**src/hw/rtl/lbsm_pkg.sv**
```systemverilog
package lbsm_pkg;

   // Field and register widths
   localparam int CELL_W   = 8;
   localparam int OFF_W    = 5;
   localparam int LOCAL_W  = 6;
   localparam int SIZE_W   = 9;
   localparam int LAYER_W  = 17;
   localparam int BASIS_W  = 7;
   localparam int PMASK_W  = 3;
   localparam int SITE_W   = 30;
   localparam int CSR_IDX_W = 3;
   localparam int CSR_DATA_W = 17;
   localparam int DIMS     = 3;

   // Sum of cell index and offset, signed, with room for both ends of its range
   localparam int SUM_W    = CELL_W + 2;

   // Largest value a size register can hold
   localparam int SIZE_MAX = (1 << SIZE_W) - 1;

   // Default extent limit
   localparam int MAX_EXTENT_DEF = 256;

   // Restoring divider: one quotient bit per step
   localparam int DIV_STEPS = SIZE_W;
   localparam int DIV_CNT_W = $clog2(DIV_STEPS);

   typedef enum logic [CSR_IDX_W-1:0] {
      CSR_SIZE_X      = 3'd0,
      CSR_SIZE_Y      = 3'd1,
      CSR_SIZE_Z      = 3'd2,
      CSR_LAYER_CELLS = 3'd3,
      CSR_PERIODIC    = 3'd4,
      CSR_BASIS       = 3'd5
   } csr_index_type;

   typedef enum logic [7:0] {
      ST_IDLE   = 8'b0000_0001,
      ST_OFFSET = 8'b0000_0010,
      ST_DIVIDE = 8'b0000_0100,
      ST_ROW    = 8'b0000_1000,
      ST_LAYER  = 8'b0001_0000,
      ST_SITE   = 8'b0010_0000,
      ST_STORE  = 8'b0100_0000,
      ST_FINISH = 8'b1000_0000
   } state_type;

   typedef struct packed {
      logic start;
   } div_ctrl_type;

   typedef struct packed {
      logic busy;
      logic done;
   } div_status_type;

endpackage

```
**src/hw/rtl/lbsm_divider.sv**
```systemverilog
module lbsm_divider (
   input  logic                           clock,
   input  logic                           reset,
   input  lbsm_pkg::div_ctrl_type         ctrl,
   input  logic [lbsm_pkg::SIZE_W-1:0]    dividend,
   input  logic [lbsm_pkg::SIZE_W-1:0]    divisor,
   output lbsm_pkg::div_status_type       status,
   output logic [lbsm_pkg::SIZE_W-1:0]    quotient,
   output logic [lbsm_pkg::SIZE_W-1:0]    remainder
);

   logic                             busy_ff, busy_in;
   logic                             done_ff, done_in;
   logic [lbsm_pkg::DIV_CNT_W-1:0]   cnt_ff, cnt_in;
   logic [lbsm_pkg::SIZE_W-1:0]      dvd_ff, dvd_in;
   logic [lbsm_pkg::SIZE_W-1:0]      rem_ff, rem_in;
   logic [lbsm_pkg::SIZE_W-1:0]      dsr_ff, dsr_in;
   logic [lbsm_pkg::SIZE_W:0]        trial;
   logic                             fits;

   // Shift in the next dividend bit and try to subtract the divisor
   assign trial = {rem_ff, dvd_ff[lbsm_pkg::SIZE_W-1]};
   assign fits  = (trial >= {1'b0, dsr_ff});

   always_comb begin
      busy_in = busy_ff;
      done_in = 1'b0;
      cnt_in  = cnt_ff;
      dvd_in  = dvd_ff;
      rem_in  = rem_ff;
      dsr_in  = dsr_ff;
      if (ctrl.start) begin
         busy_in = 1'b1;
         cnt_in  = '0;
         dvd_in  = dividend;
         rem_in  = '0;
         dsr_in  = divisor;
      end else if (busy_ff) begin
         if (fits) begin
            rem_in = lbsm_pkg::SIZE_W'(trial - {1'b0, dsr_ff});
         end else begin
            rem_in = trial[lbsm_pkg::SIZE_W-1:0];
         end
         dvd_in = {dvd_ff[lbsm_pkg::SIZE_W-2:0], fits};
         if (cnt_ff == lbsm_pkg::DIV_CNT_W'(lbsm_pkg::DIV_STEPS - 1)) begin
            busy_in = 1'b0;
            done_in = 1'b1;
         end else begin
            cnt_in = cnt_ff + 1'b1;
         end
      end
   end

   always_ff @(posedge clock) begin
      if (reset) begin
         busy_ff <= 1'b0;
         done_ff <= 1'b0;
         cnt_ff  <= '0;
      end else begin
         busy_ff <= busy_in;
         done_ff <= done_in;
         cnt_ff  <= cnt_in;
      end
   end

   always_ff @(posedge clock) begin
      dvd_ff <= dvd_in;
      rem_ff <= rem_in;
      dsr_ff <= dsr_in;
   end

   assign status.busy = busy_ff;
   assign status.done = done_ff;
   assign quotient    = dvd_ff;
   assign remainder   = rem_ff;

endmodule

```
**src/hw/rtl/lbsm_mac.sv**
```systemverilog
module lbsm_mac (
   input  logic                           clock,
   input  logic                           enable,
   input  logic [lbsm_pkg::SITE_W-1:0]    addend,
   input  logic [lbsm_pkg::SITE_W-1:0]    mult_a,
   input  logic [lbsm_pkg::LAYER_W-1:0]   mult_b,
   output logic [lbsm_pkg::SITE_W-1:0]    acc
);

   logic [lbsm_pkg::SITE_W+lbsm_pkg::LAYER_W-1:0] prod;
   logic [lbsm_pkg::SITE_W-1:0]                   acc_ff, acc_in;

   // Everything downstream is taken modulo 2**SITE_W, so drop the high product bits
   assign prod   = mult_a * mult_b;
   assign acc_in = addend + prod[lbsm_pkg::SITE_W-1:0];

   always_ff @(posedge clock) begin
      if (enable) begin
         acc_ff <= acc_in;
      end
   end

   assign acc = acc_ff;

endmodule

```
**src/hw/rtl/lattice_bond_site_mapper.sv**
```systemverilog
// Lattice bond site mapper: turns one bond (a unit cell and two endpoint offsets)
// into two global site numbers under periodic or open boundaries.
//
// Channels: the req_ channel carries one bond per transfer; the rsp_ channel
// returns exactly one result per bond, in order. Both use valid/ready.
// The csr_ port writes the six lattice registers, one register per write; write it
// only while no bond is in flight and no result is pending.
//
// Sequencing: each endpoint walks the three dimensions; every dimension that
// wraps uses the shared 9-step restoring divider. A bond that exits an open
// dimension finishes early. The multiply-add unit runs three steps per endpoint:
// row, layer, site. req_ready is high only while the sequencer idles, so the next
// bond is taken only once the last one's result is loaded into the output register.
//
// Reset clears the sequencer and the result valid flag, and sets the registers to
// their defaults (sizes 1, no periodic dimension, one basis site).
// A stalled receiver holds the result in the output register; the next bond is
// still taken and computed, and waits in its last state until the register frees.
module lattice_bond_site_mapper #(
   parameter int MAX_EXTENT = lbsm_pkg::MAX_EXTENT_DEF
) (
   input  logic                               clock,
   input  logic                               reset,

   input  logic                               req_valid,
   output logic                               req_ready,
   input  logic [lbsm_pkg::CELL_W-1:0]        req_cell_x,
   input  logic [lbsm_pkg::CELL_W-1:0]        req_cell_y,
   input  logic [lbsm_pkg::CELL_W-1:0]        req_cell_z,
   input  logic signed [lbsm_pkg::OFF_W-1:0]  req_src_dx,
   input  logic signed [lbsm_pkg::OFF_W-1:0]  req_src_dy,
   input  logic signed [lbsm_pkg::OFF_W-1:0]  req_src_dz,
   input  logic [lbsm_pkg::LOCAL_W-1:0]       req_src_local,
   input  logic signed [lbsm_pkg::OFF_W-1:0]  req_tgt_dx,
   input  logic signed [lbsm_pkg::OFF_W-1:0]  req_tgt_dy,
   input  logic signed [lbsm_pkg::OFF_W-1:0]  req_tgt_dz,
   input  logic [lbsm_pkg::LOCAL_W-1:0]       req_tgt_local,

   output logic                               rsp_valid,
   input  logic                               rsp_ready,
   output logic                               rsp_connected,
   output logic [lbsm_pkg::SITE_W-1:0]        rsp_src_site,
   output logic [lbsm_pkg::SITE_W-1:0]        rsp_tgt_site,
   output logic                               rsp_flip_x,
   output logic                               rsp_flip_y,
   output logic                               rsp_flip_z,
   output logic [lbsm_pkg::DIMS-1:0]          rsp_src_outside,
   output logic [lbsm_pkg::DIMS-1:0]          rsp_tgt_outside,

   input  logic                               csr_write_en,
   input  logic [lbsm_pkg::CSR_IDX_W-1:0]     csr_index,
   input  logic [lbsm_pkg::CSR_DATA_W-1:0]    csr_wdata
);

   // Sizes above the extent limit clamp to it; the 9-bit register caps it anyway
   localparam logic [lbsm_pkg::SIZE_W-1:0] SIZE_CLAMP =
      lbsm_pkg::SIZE_W'((MAX_EXTENT > lbsm_pkg::SIZE_MAX) ? lbsm_pkg::SIZE_MAX : MAX_EXTENT);

   // Lattice registers
   logic [lbsm_pkg::SIZE_W-1:0]    size_x_ff, size_y_ff, size_z_ff;
   logic [lbsm_pkg::LAYER_W-1:0]   layer_ff;
   logic [lbsm_pkg::PMASK_W-1:0]   periodic_ff;
   logic [lbsm_pkg::BASIS_W-1:0]   basis_ff;

   // Sequencer
   lbsm_pkg::state_type            state_ff, state_in;
   logic                           ep_ff, ep_in;
   logic [1:0]                     dim_ff, dim_in;

   // Working copy of the bond
   logic [lbsm_pkg::DIMS-1:0][lbsm_pkg::CELL_W-1:0]       cell_ff, cell_in;
   logic [1:0][lbsm_pkg::DIMS-1:0][lbsm_pkg::OFF_W-1:0]   off_ff, off_in;
   logic [1:0][lbsm_pkg::LOCAL_W-1:0]                     local_ff, local_in;

   // Per-endpoint results
   logic [lbsm_pkg::DIMS-1:0][lbsm_pkg::SIZE_W-1:0]       idx_ff, idx_in;
   logic [1:0][lbsm_pkg::DIMS-1:0]                        flip_ff, flip_in;
   logic [1:0][lbsm_pkg::DIMS-1:0]                        outside_ff, outside_in;
   logic [1:0][lbsm_pkg::SITE_W-1:0]                      site_ff, site_in;
   logic                                                  conn_ff, conn_in;
   logic                                                  neg_ff, neg_in;

   // Result register
   logic                                rsp_valid_ff, rsp_valid_in;
   logic                                rsp_conn_ff, rsp_conn_in;
   logic [lbsm_pkg::SITE_W-1:0]         rsp_src_site_ff, rsp_src_site_in;
   logic [lbsm_pkg::SITE_W-1:0]         rsp_tgt_site_ff, rsp_tgt_site_in;
   logic [lbsm_pkg::DIMS-1:0]           rsp_flip_ff, rsp_flip_in;
   logic [lbsm_pkg::DIMS-1:0]           rsp_src_out_ff, rsp_src_out_in;
   logic [lbsm_pkg::DIMS-1:0]           rsp_tgt_out_ff, rsp_tgt_out_in;

   // Effective sizes and the current dimension's sum
   logic [lbsm_pkg::DIMS-1:0][lbsm_pkg::SIZE_W-1:0] eff_size;
   logic [lbsm_pkg::SIZE_W-1:0]                     cur_size;
   logic [lbsm_pkg::OFF_W-1:0]                      cur_off;
   logic signed [lbsm_pkg::SUM_W-1:0]               sum;
   logic                                            sum_neg;
   logic [lbsm_pkg::SUM_W-1:0]                      sum_abs;
   logic [lbsm_pkg::SIZE_W-1:0]                     sum_mag;
   logic                                            in_range;

   // Shared units
   lbsm_pkg::div_ctrl_type              div_ctrl;
   lbsm_pkg::div_status_type            div_status;
   logic [lbsm_pkg::SIZE_W-1:0]         div_quot, div_rem;
   logic                                mac_en;
   logic [lbsm_pkg::SITE_W-1:0]         mac_addend, mac_a, mac_acc;
   logic [lbsm_pkg::LAYER_W-1:0]        mac_b;

   logic                                load_rsp;

   // A zero size counts as one, a size above the limit as the limit
   always_comb begin
      eff_size[0] = size_x_ff;
      eff_size[1] = size_y_ff;
      eff_size[2] = size_z_ff;
      for (int d = 0; d < lbsm_pkg::DIMS; d++) begin
         if (eff_size[d] == '0) begin
            eff_size[d] = lbsm_pkg::SIZE_W'(1);
         end else if (eff_size[d] > SIZE_CLAMP) begin
            eff_size[d] = SIZE_CLAMP;
         end
      end
   end

   assign cur_size = eff_size[dim_ff];
   assign cur_off  = off_ff[ep_ff][dim_ff];
   assign sum      = $signed({2'b00, cell_ff[dim_ff]})
                   + $signed({{(lbsm_pkg::SUM_W-lbsm_pkg::OFF_W){cur_off[lbsm_pkg::OFF_W-1]}},
                              cur_off});
   assign sum_neg  = sum[lbsm_pkg::SUM_W-1];
   assign sum_abs  = sum_neg ? lbsm_pkg::SUM_W'(-sum) : lbsm_pkg::SUM_W'(sum);
   assign sum_mag  = sum_abs[lbsm_pkg::SIZE_W-1:0];
   assign in_range = !sum_neg && (sum_mag < cur_size);

   lbsm_divider u_divider (
      .clock     (clock),
      .reset     (reset),
      .ctrl      (div_ctrl),
      .dividend  (sum_mag),
      .divisor   (cur_size),
      .status    (div_status),
      .quotient  (div_quot),
      .remainder (div_rem)
   );

   lbsm_mac u_mac (
      .clock  (clock),
      .enable (mac_en),
      .addend (mac_addend),
      .mult_a (mac_a),
      .mult_b (mac_b),
      .acc    (mac_acc)
   );

   assign req_ready = (state_ff == lbsm_pkg::ST_IDLE);
   assign load_rsp  = (state_ff == lbsm_pkg::ST_FINISH) && (!rsp_valid_ff || rsp_ready);

   // Sequencer: walk dimensions (dividing where one wraps), then row, layer and site steps, per endpoint
   always_comb begin
      state_in      = state_ff;
      ep_in         = ep_ff;
      dim_in        = dim_ff;
      cell_in       = cell_ff;
      off_in        = off_ff;
      local_in      = local_ff;
      idx_in        = idx_ff;
      flip_in       = flip_ff;
      outside_in    = outside_ff;
      site_in       = site_ff;
      conn_in       = conn_ff;
      neg_in        = neg_ff;
      div_ctrl      = '0;
      mac_en        = 1'b0;
      mac_addend    = '0;
      mac_a         = '0;
      mac_b         = '0;

      unique case (state_ff)
         lbsm_pkg::ST_IDLE: begin
            if (req_valid) begin
               cell_in[0]  = req_cell_x;
               cell_in[1]  = req_cell_y;
               cell_in[2]  = req_cell_z;
               off_in[0][0] = req_src_dx;
               off_in[0][1] = req_src_dy;
               off_in[0][2] = req_src_dz;
               off_in[1][0] = req_tgt_dx;
               off_in[1][1] = req_tgt_dy;
               off_in[1][2] = req_tgt_dz;
               local_in[0] = req_src_local;
               local_in[1] = req_tgt_local;
               flip_in     = '0;
               outside_in  = '0;
               conn_in     = 1'b1;
               ep_in       = 1'b0;
               dim_in      = '0;
               state_in    = lbsm_pkg::ST_OFFSET;
            end
         end

         lbsm_pkg::ST_OFFSET: begin
            if (in_range) begin
               idx_in[dim_ff] = sum_mag;
               if (dim_ff == 2'(lbsm_pkg::DIMS - 1)) begin
                  dim_in   = '0;
                  state_in = lbsm_pkg::ST_ROW;
               end else begin
                  dim_in   = dim_ff + 1'b1;
               end
            end else if (!periodic_ff[dim_ff]) begin
               // Open boundary crossed: the bond is not connected
               conn_in  = 1'b0;
               state_in = lbsm_pkg::ST_FINISH;
            end else begin
               outside_in[ep_ff][dim_ff] = 1'b1;
               neg_in         = sum_neg;
               div_ctrl.start = 1'b1;
               state_in       = lbsm_pkg::ST_DIVIDE;
            end
         end

         lbsm_pkg::ST_DIVIDE: begin
            if (div_status.done) begin
               if (!neg_ff) begin
                  idx_in[dim_ff] = div_rem;
                  flip_in[ep_ff][dim_ff] = div_quot[0];
               end else if (div_rem == '0) begin
                  // Below zero by an exact multiple of the size
                  idx_in[dim_ff] = '0;
                  flip_in[ep_ff][dim_ff] = div_quot[0];
               end else begin
                  idx_in[dim_ff] = cur_size - div_rem;
                  flip_in[ep_ff][dim_ff] = !div_quot[0];
               end
               if (dim_ff == 2'(lbsm_pkg::DIMS - 1)) begin
                  dim_in   = '0;
                  state_in = lbsm_pkg::ST_ROW;
               end else begin
                  dim_in   = dim_ff + 1'b1;
                  state_in = lbsm_pkg::ST_OFFSET;
               end
            end
         end

         lbsm_pkg::ST_ROW: begin
            mac_en     = 1'b1;
            mac_addend = lbsm_pkg::SITE_W'(idx_ff[0]);
            mac_a      = lbsm_pkg::SITE_W'(idx_ff[1]);
            mac_b      = lbsm_pkg::LAYER_W'(eff_size[0]);
            state_in   = lbsm_pkg::ST_LAYER;
         end

         lbsm_pkg::ST_LAYER: begin
            mac_en     = 1'b1;
            mac_addend = mac_acc;
            mac_a      = lbsm_pkg::SITE_W'(idx_ff[2]);
            mac_b      = layer_ff;
            state_in   = lbsm_pkg::ST_SITE;
         end

         lbsm_pkg::ST_SITE: begin
            mac_en     = 1'b1;
            mac_addend = lbsm_pkg::SITE_W'(local_ff[ep_ff]);
            mac_a      = mac_acc;
            mac_b      = lbsm_pkg::LAYER_W'(basis_ff);
            state_in   = lbsm_pkg::ST_STORE;
         end

         lbsm_pkg::ST_STORE: begin
            site_in[ep_ff] = mac_acc;
            if (!ep_ff) begin
               ep_in    = 1'b1;
               dim_in   = '0;
               state_in = lbsm_pkg::ST_OFFSET;
            end else begin
               state_in = lbsm_pkg::ST_FINISH;
            end
         end

         lbsm_pkg::ST_FINISH: begin
            if (load_rsp) begin
               state_in = lbsm_pkg::ST_IDLE;
            end
         end

         default: begin
            state_in = lbsm_pkg::ST_IDLE;
         end
      endcase
   end

   // Result register: load when free or draining in the same cycle
   always_comb begin
      rsp_valid_in    = rsp_valid_ff;
      rsp_conn_in     = rsp_conn_ff;
      rsp_src_site_in = rsp_src_site_ff;
      rsp_tgt_site_in = rsp_tgt_site_ff;
      rsp_flip_in     = rsp_flip_ff;
      rsp_src_out_in  = rsp_src_out_ff;
      rsp_tgt_out_in  = rsp_tgt_out_ff;
      if (load_rsp) begin
         rsp_valid_in = 1'b1;
         rsp_conn_in  = conn_ff;
         if (conn_ff) begin
            rsp_src_site_in = site_ff[0];
            rsp_tgt_site_in = site_ff[1];
            rsp_flip_in     = flip_ff[0] ^ flip_ff[1];
            rsp_src_out_in  = outside_ff[0];
            rsp_tgt_out_in  = outside_ff[1];
         end else begin
            // Unconnected bond: every field but the flag reads zero
            rsp_src_site_in = '0;
            rsp_tgt_site_in = '0;
            rsp_flip_in     = '0;
            rsp_src_out_in  = '0;
            rsp_tgt_out_in  = '0;
         end
      end else if (rsp_ready) begin
         rsp_valid_in = 1'b0;
      end
   end

   always_ff @(posedge clock) begin
      if (reset) begin
         state_ff     <= lbsm_pkg::ST_IDLE;
         ep_ff        <= 1'b0;
         dim_ff       <= '0;
         rsp_valid_ff <= 1'b0;
         size_x_ff    <= lbsm_pkg::SIZE_W'(1);
         size_y_ff    <= lbsm_pkg::SIZE_W'(1);
         size_z_ff    <= lbsm_pkg::SIZE_W'(1);
         layer_ff     <= lbsm_pkg::LAYER_W'(1);
         periodic_ff  <= '0;
         basis_ff     <= lbsm_pkg::BASIS_W'(1);
      end else begin
         state_ff     <= state_in;
         ep_ff        <= ep_in;
         dim_ff       <= dim_in;
         rsp_valid_ff <= rsp_valid_in;
         if (csr_write_en) begin
            unique case (csr_index)
               lbsm_pkg::CSR_SIZE_X:      size_x_ff   <= csr_wdata[lbsm_pkg::SIZE_W-1:0];
               lbsm_pkg::CSR_SIZE_Y:      size_y_ff   <= csr_wdata[lbsm_pkg::SIZE_W-1:0];
               lbsm_pkg::CSR_SIZE_Z:      size_z_ff   <= csr_wdata[lbsm_pkg::SIZE_W-1:0];
               lbsm_pkg::CSR_LAYER_CELLS: layer_ff    <= csr_wdata[lbsm_pkg::LAYER_W-1:0];
               lbsm_pkg::CSR_PERIODIC:    periodic_ff <= csr_wdata[lbsm_pkg::PMASK_W-1:0];
               lbsm_pkg::CSR_BASIS:       basis_ff    <= csr_wdata[lbsm_pkg::BASIS_W-1:0];
               default: begin
                  // Drop writes to unused indexes
               end
            endcase
         end
      end
   end

   always_ff @(posedge clock) begin
      cell_ff         <= cell_in;
      off_ff          <= off_in;
      local_ff        <= local_in;
      idx_ff          <= idx_in;
      flip_ff         <= flip_in;
      outside_ff      <= outside_in;
      site_ff         <= site_in;
      conn_ff         <= conn_in;
      neg_ff          <= neg_in;
      rsp_conn_ff     <= rsp_conn_in;
      rsp_src_site_ff <= rsp_src_site_in;
      rsp_tgt_site_ff <= rsp_tgt_site_in;
      rsp_flip_ff     <= rsp_flip_in;
      rsp_src_out_ff  <= rsp_src_out_in;
      rsp_tgt_out_ff  <= rsp_tgt_out_in;
   end

   assign rsp_valid       = rsp_valid_ff;
   assign rsp_connected   = rsp_conn_ff;
   assign rsp_src_site    = rsp_src_site_ff;
   assign rsp_tgt_site    = rsp_tgt_site_ff;
   assign rsp_flip_x      = rsp_flip_ff[0];
   assign rsp_flip_y      = rsp_flip_ff[1];
   assign rsp_flip_z      = rsp_flip_ff[2];
   assign rsp_src_outside = rsp_src_out_ff;
   assign rsp_tgt_outside = rsp_tgt_out_ff;

   // The divider reports completion only to a sequencer that waits for it
   assert property (@(posedge clock) disable iff (reset)
      div_status.done |-> (state_ff == lbsm_pkg::ST_DIVIDE))
      else $error("divider finished outside the divide state");

   // No new bond while the divider still works on the last one
   assert property (@(posedge clock) disable iff (reset)
      req_ready |-> !div_status.busy)
      else $error("ready while the divider is busy");

   // An unconnected result carries no site numbers and no offsets
   assert property (@(posedge clock) disable iff (reset)
      (rsp_valid && !rsp_connected) |->
         (rsp_src_site == '0) && (rsp_tgt_site == '0) &&
         (rsp_src_outside == '0) && (rsp_tgt_outside == '0))
      else $error("unconnected result with nonzero fields");

   // Only periodic dimensions can keep an offset
   assert property (@(posedge clock) disable iff (reset)
      rsp_valid |-> ((rsp_src_outside & ~periodic_ff) == '0) &&
                    ((rsp_tgt_outside & ~periodic_ff) == '0))
      else $error("offset kept in an open dimension");

endmodule

```
**config.mk**
```make
export PLATFORM = sky130hd
export DESIGN_NAME = lattice_bond_site_mapper
export DESIGN_NICKNAME = d
export VERILOG_FILES = /design/src/hw/rtl/lbsm_pkg.sv /design/src/hw/rtl/lbsm_divider.sv /design/src/hw/rtl/lbsm_mac.sv /design/src/hw/rtl/lattice_bond_site_mapper.sv
export SDC_FILE = /design/constraint.sdc
export NUM_CORES = 1
export LEC_CHECK = 0
export BUFFER_PORTS_ARGS = -buffer_cell sky130_fd_sc_hd__clkbuf_2
export CORE_MARGIN = 4
export CORE_UTILIZATION = 60
export CTS_CLUSTER_DIAMETER = 60
export DETAILED_ROUTE_END_ITERATION = 6
export GPL_ROUTABILITY_DRIVEN = 0
export GPL_TIMING_DRIVEN = 0
export PLACE_DENSITY = 0.79
export REMOVE_ABC_BUFFERS = 1
export SETUP_SLACK_MARGIN = 0.1
export SKIP_LAST_GASP = 1
export SYNTH_ARGS = -nofsm -noshare
export SYNTH_HDL_FRONTEND = slang
export SYNTH_HIERARCHICAL = 1
export SYNTH_SLANG_ARGS = --single-unit
export TNS_END_PERCENT = 20
```
**constraint.sdc**
```tcl
create_clock -name clock -period 9.35 [get_ports clock]
set_clock_uncertainty 0.05 [all_clocks]
set_input_delay 0.4675 -clock clock [delete_from_list [all_inputs] [get_ports clock]]
set_output_delay 0.4675 -clock clock [all_outputs]
set_load 0.02 [all_outputs]
```
==> reports/results.ini <==
[floorplan]
core-area_um2=46600
rows=79
floorplan.initialDensity_pct=60.8
die_h_um=225
die_w_um=225
ios=163
die_area_um2=50700

[timing]
finalCriticalPeriod_ns=8.80
rsz0062_at_grt=no
max_freq_ghz=0.114
finalSetupViolations=0
period_share_pct=94.1
max-slew-margin-rel_pct=9.92
hold_violations=0
slew_viol_final=0
tightest_slew_ns=1.35

[yosys]
synthCells=2823
syn_area_per_cell_um2=10.0
yosysWarnings=6
syn_area_um2=28300

[cells_and_area]
layout.cells.non_filler=3599
fin_area_um2=31400
fillers=3530
syn2layout_area_growth_pct=10.9
drive_gt1_share_pct=9.50
fin_nets=3477

[grt]
grt-ovfl-total=0
antenna_found_initial=1
grt_usage_pct=27.5
grt_pass1_vias=21900
grt_pass1_wl_um=112000
grt_max_degree=75

[worst_setup_path]
path_delay_family=adder cells
cpPeakStageDelay_ns=0.59
crit_path_end_kind=flop
rr_worst_depth=27
rrSetupSlack_ns=0.55
critPathKind=reg -> reg
crit_path_start_kind=flop
arrival_ns=9.05
path_buf_inv=5
path_depth=27
path_max_fanout=28
crit_start=state_ff[0]
crit_end=u_mac/acc[24]
cpMaxStageDelayCell=nand2_2
cpMostUsedCell=fa_1
rr_startpoint=state_ff[0]
cp.required_ns=9.60
reg2reg_to=u_mac/acc[24]

[cts]
cts_setup_buffers=0
cts_tree=built
clk_pin_slew_ns=0.07
cts_buffer_depth=3
cts_buffers=38
cts_root_buf=clkbuf_16
clock_latency_ns=0.59
htree_levels=2
clkSinkCount=366

[drt]
post_drt_wl_per_cell_um=19.2
ant_nets=0
drt_first_pass_iters=7
drc=0
highest_layer=met4
wl_um=69100
dr.first_iter.drc_count=2170
wl_met1_um=27600
wl_met3_um=5450
vias_per_cell=5.76
wl_met2_um=33700
via_count=20700

[power_and_ir_drop]
p_leak_nw=13.3
power_density_nw_per_um2=158
ir_worst_vdd_uv=203
power_mw=4.95

[placed_design]
dpl-instance-area_um2=29700
place_hpwl_um=50400
place.port_buffers=162
dp.cells=3482

[worst_hold_path]
hp-class=in -> reg

[job]
cap_viol_max_count=0

[run_status]
status=complete, no violations

## worst min-delay path by stage
stage	from	end	slack (ns)	cells after the start
after floorplan	layer_ff[10]	layer_ff[10]	0.38	2
after global placement	layer_ff[11]	layer_ff[11]	0.39	2
after detailed placement	layer_ff[11]	layer_ff[11]	0.39	2
after CTS	req_src_dz[0]	off_ff[10]	0.0004	1
after global routing	req_tgt_dx[1]	off_ff[16]	0.007	1
final	req_tgt_dx[1]	off_ff[16]	0.01	1
## through the flow
step | setup TNS [ns] | hold slack (ns) | util, % | worst slack [ns]
final | 0 | 0.00969 | 67.4 | 0.553
after global routing | 0 | 0.00695 | 67.4 | 0.141
after CTS | 0 | 0.000393 | 67.2 | 0.161
after detailed placement | 0 | 0.395 | 63.7 | 0.203
after global placement | -102.40 | 0.392 | 63.1 | -4.77
after floorplan | -0.670 | 0.376 | - | -0.219
## power breakdown
| part | switching [mW] | internal, mW | leakage, nW |
|---|---|---|---|
| Combinational | 0.904 | 0.542 | 9.75 |
| Clock | 0.640 | 0.800 | 0.570 |
| Sequential | 0.104 | 1.96 | 2.99 |
## routing by layer
layer	vias up	track usage [%]
li1	9321	-
met1	10300	36.2
met2	940	46.4
met3	162	5.29
met4	0	9.45
met5	-	0
## registers in the layout, indices dropped and copies added (netlist names), 8 cells and up
| signal | count |
|---|---|
| layer_ff | 17 |
| idx_ff | 27 |
| size_y_ff | 9 |
| state_ff | 8 |
| local_ff | 12 |
| u_divider/dsr_ff | 9 |
| cell_ff | 24 |
| u_divider/quotient | 9 |
| rsp_src_site | 30 |
| off_ff | 30 |
| size_x_ff | 9 |
| u_mac/acc | 30 |
| u_divider/remainder | 9 |
| size_z_ff | 9 |
| rsp_tgt_site | 30 |
| site_ff | 60 |
## cells in the final DEF (no fill, tap or decap), drive strengths merged, types with 12 or more instances in the layout
cell         instances
edfxtp             285
and2               247
xor2                29
xnor2               56
ha                 102
mux2i               35
a21o                18
a22oi               29
dlygate4sd3         46
fa                 320
nor2b               13
dfxtp               81
o21a                12
nand3               31
buf                 19
and3                15
o21ai               75
nor3                24
clkbuf             219
nand2              433
nor2               101
inv                501
a21oi              108
## timing repair
action                                 4_1_cts  5_1_grt
resized for setup                            0        6
endpoints found under the hold margin       45        1
hold buffers                                45        1
setup endpoints to repair                    0       11
## layout make-up
| class | count | area, um^2 | share of cell area (%) |
|---|---|---|---|
| multi-input combinational | 1833 | 15800 | 50.4 |
| tap | 607 | 759 | 2.42 |
| sequential | 366 | 10200 | 32.5 |
| inverter | 499 | 1880 | 5.98 |
| clock inverter | 9 | 96.3 | 0.307 |
| timing repair buffer | 226 | 1580 | 5.03 |
| antenna | 1 | 2.50 | 0.00798 |
| clock buffer | 58 | 1070 | 3.41 |
No activity file was read; power rests on OpenSTA's default activity.
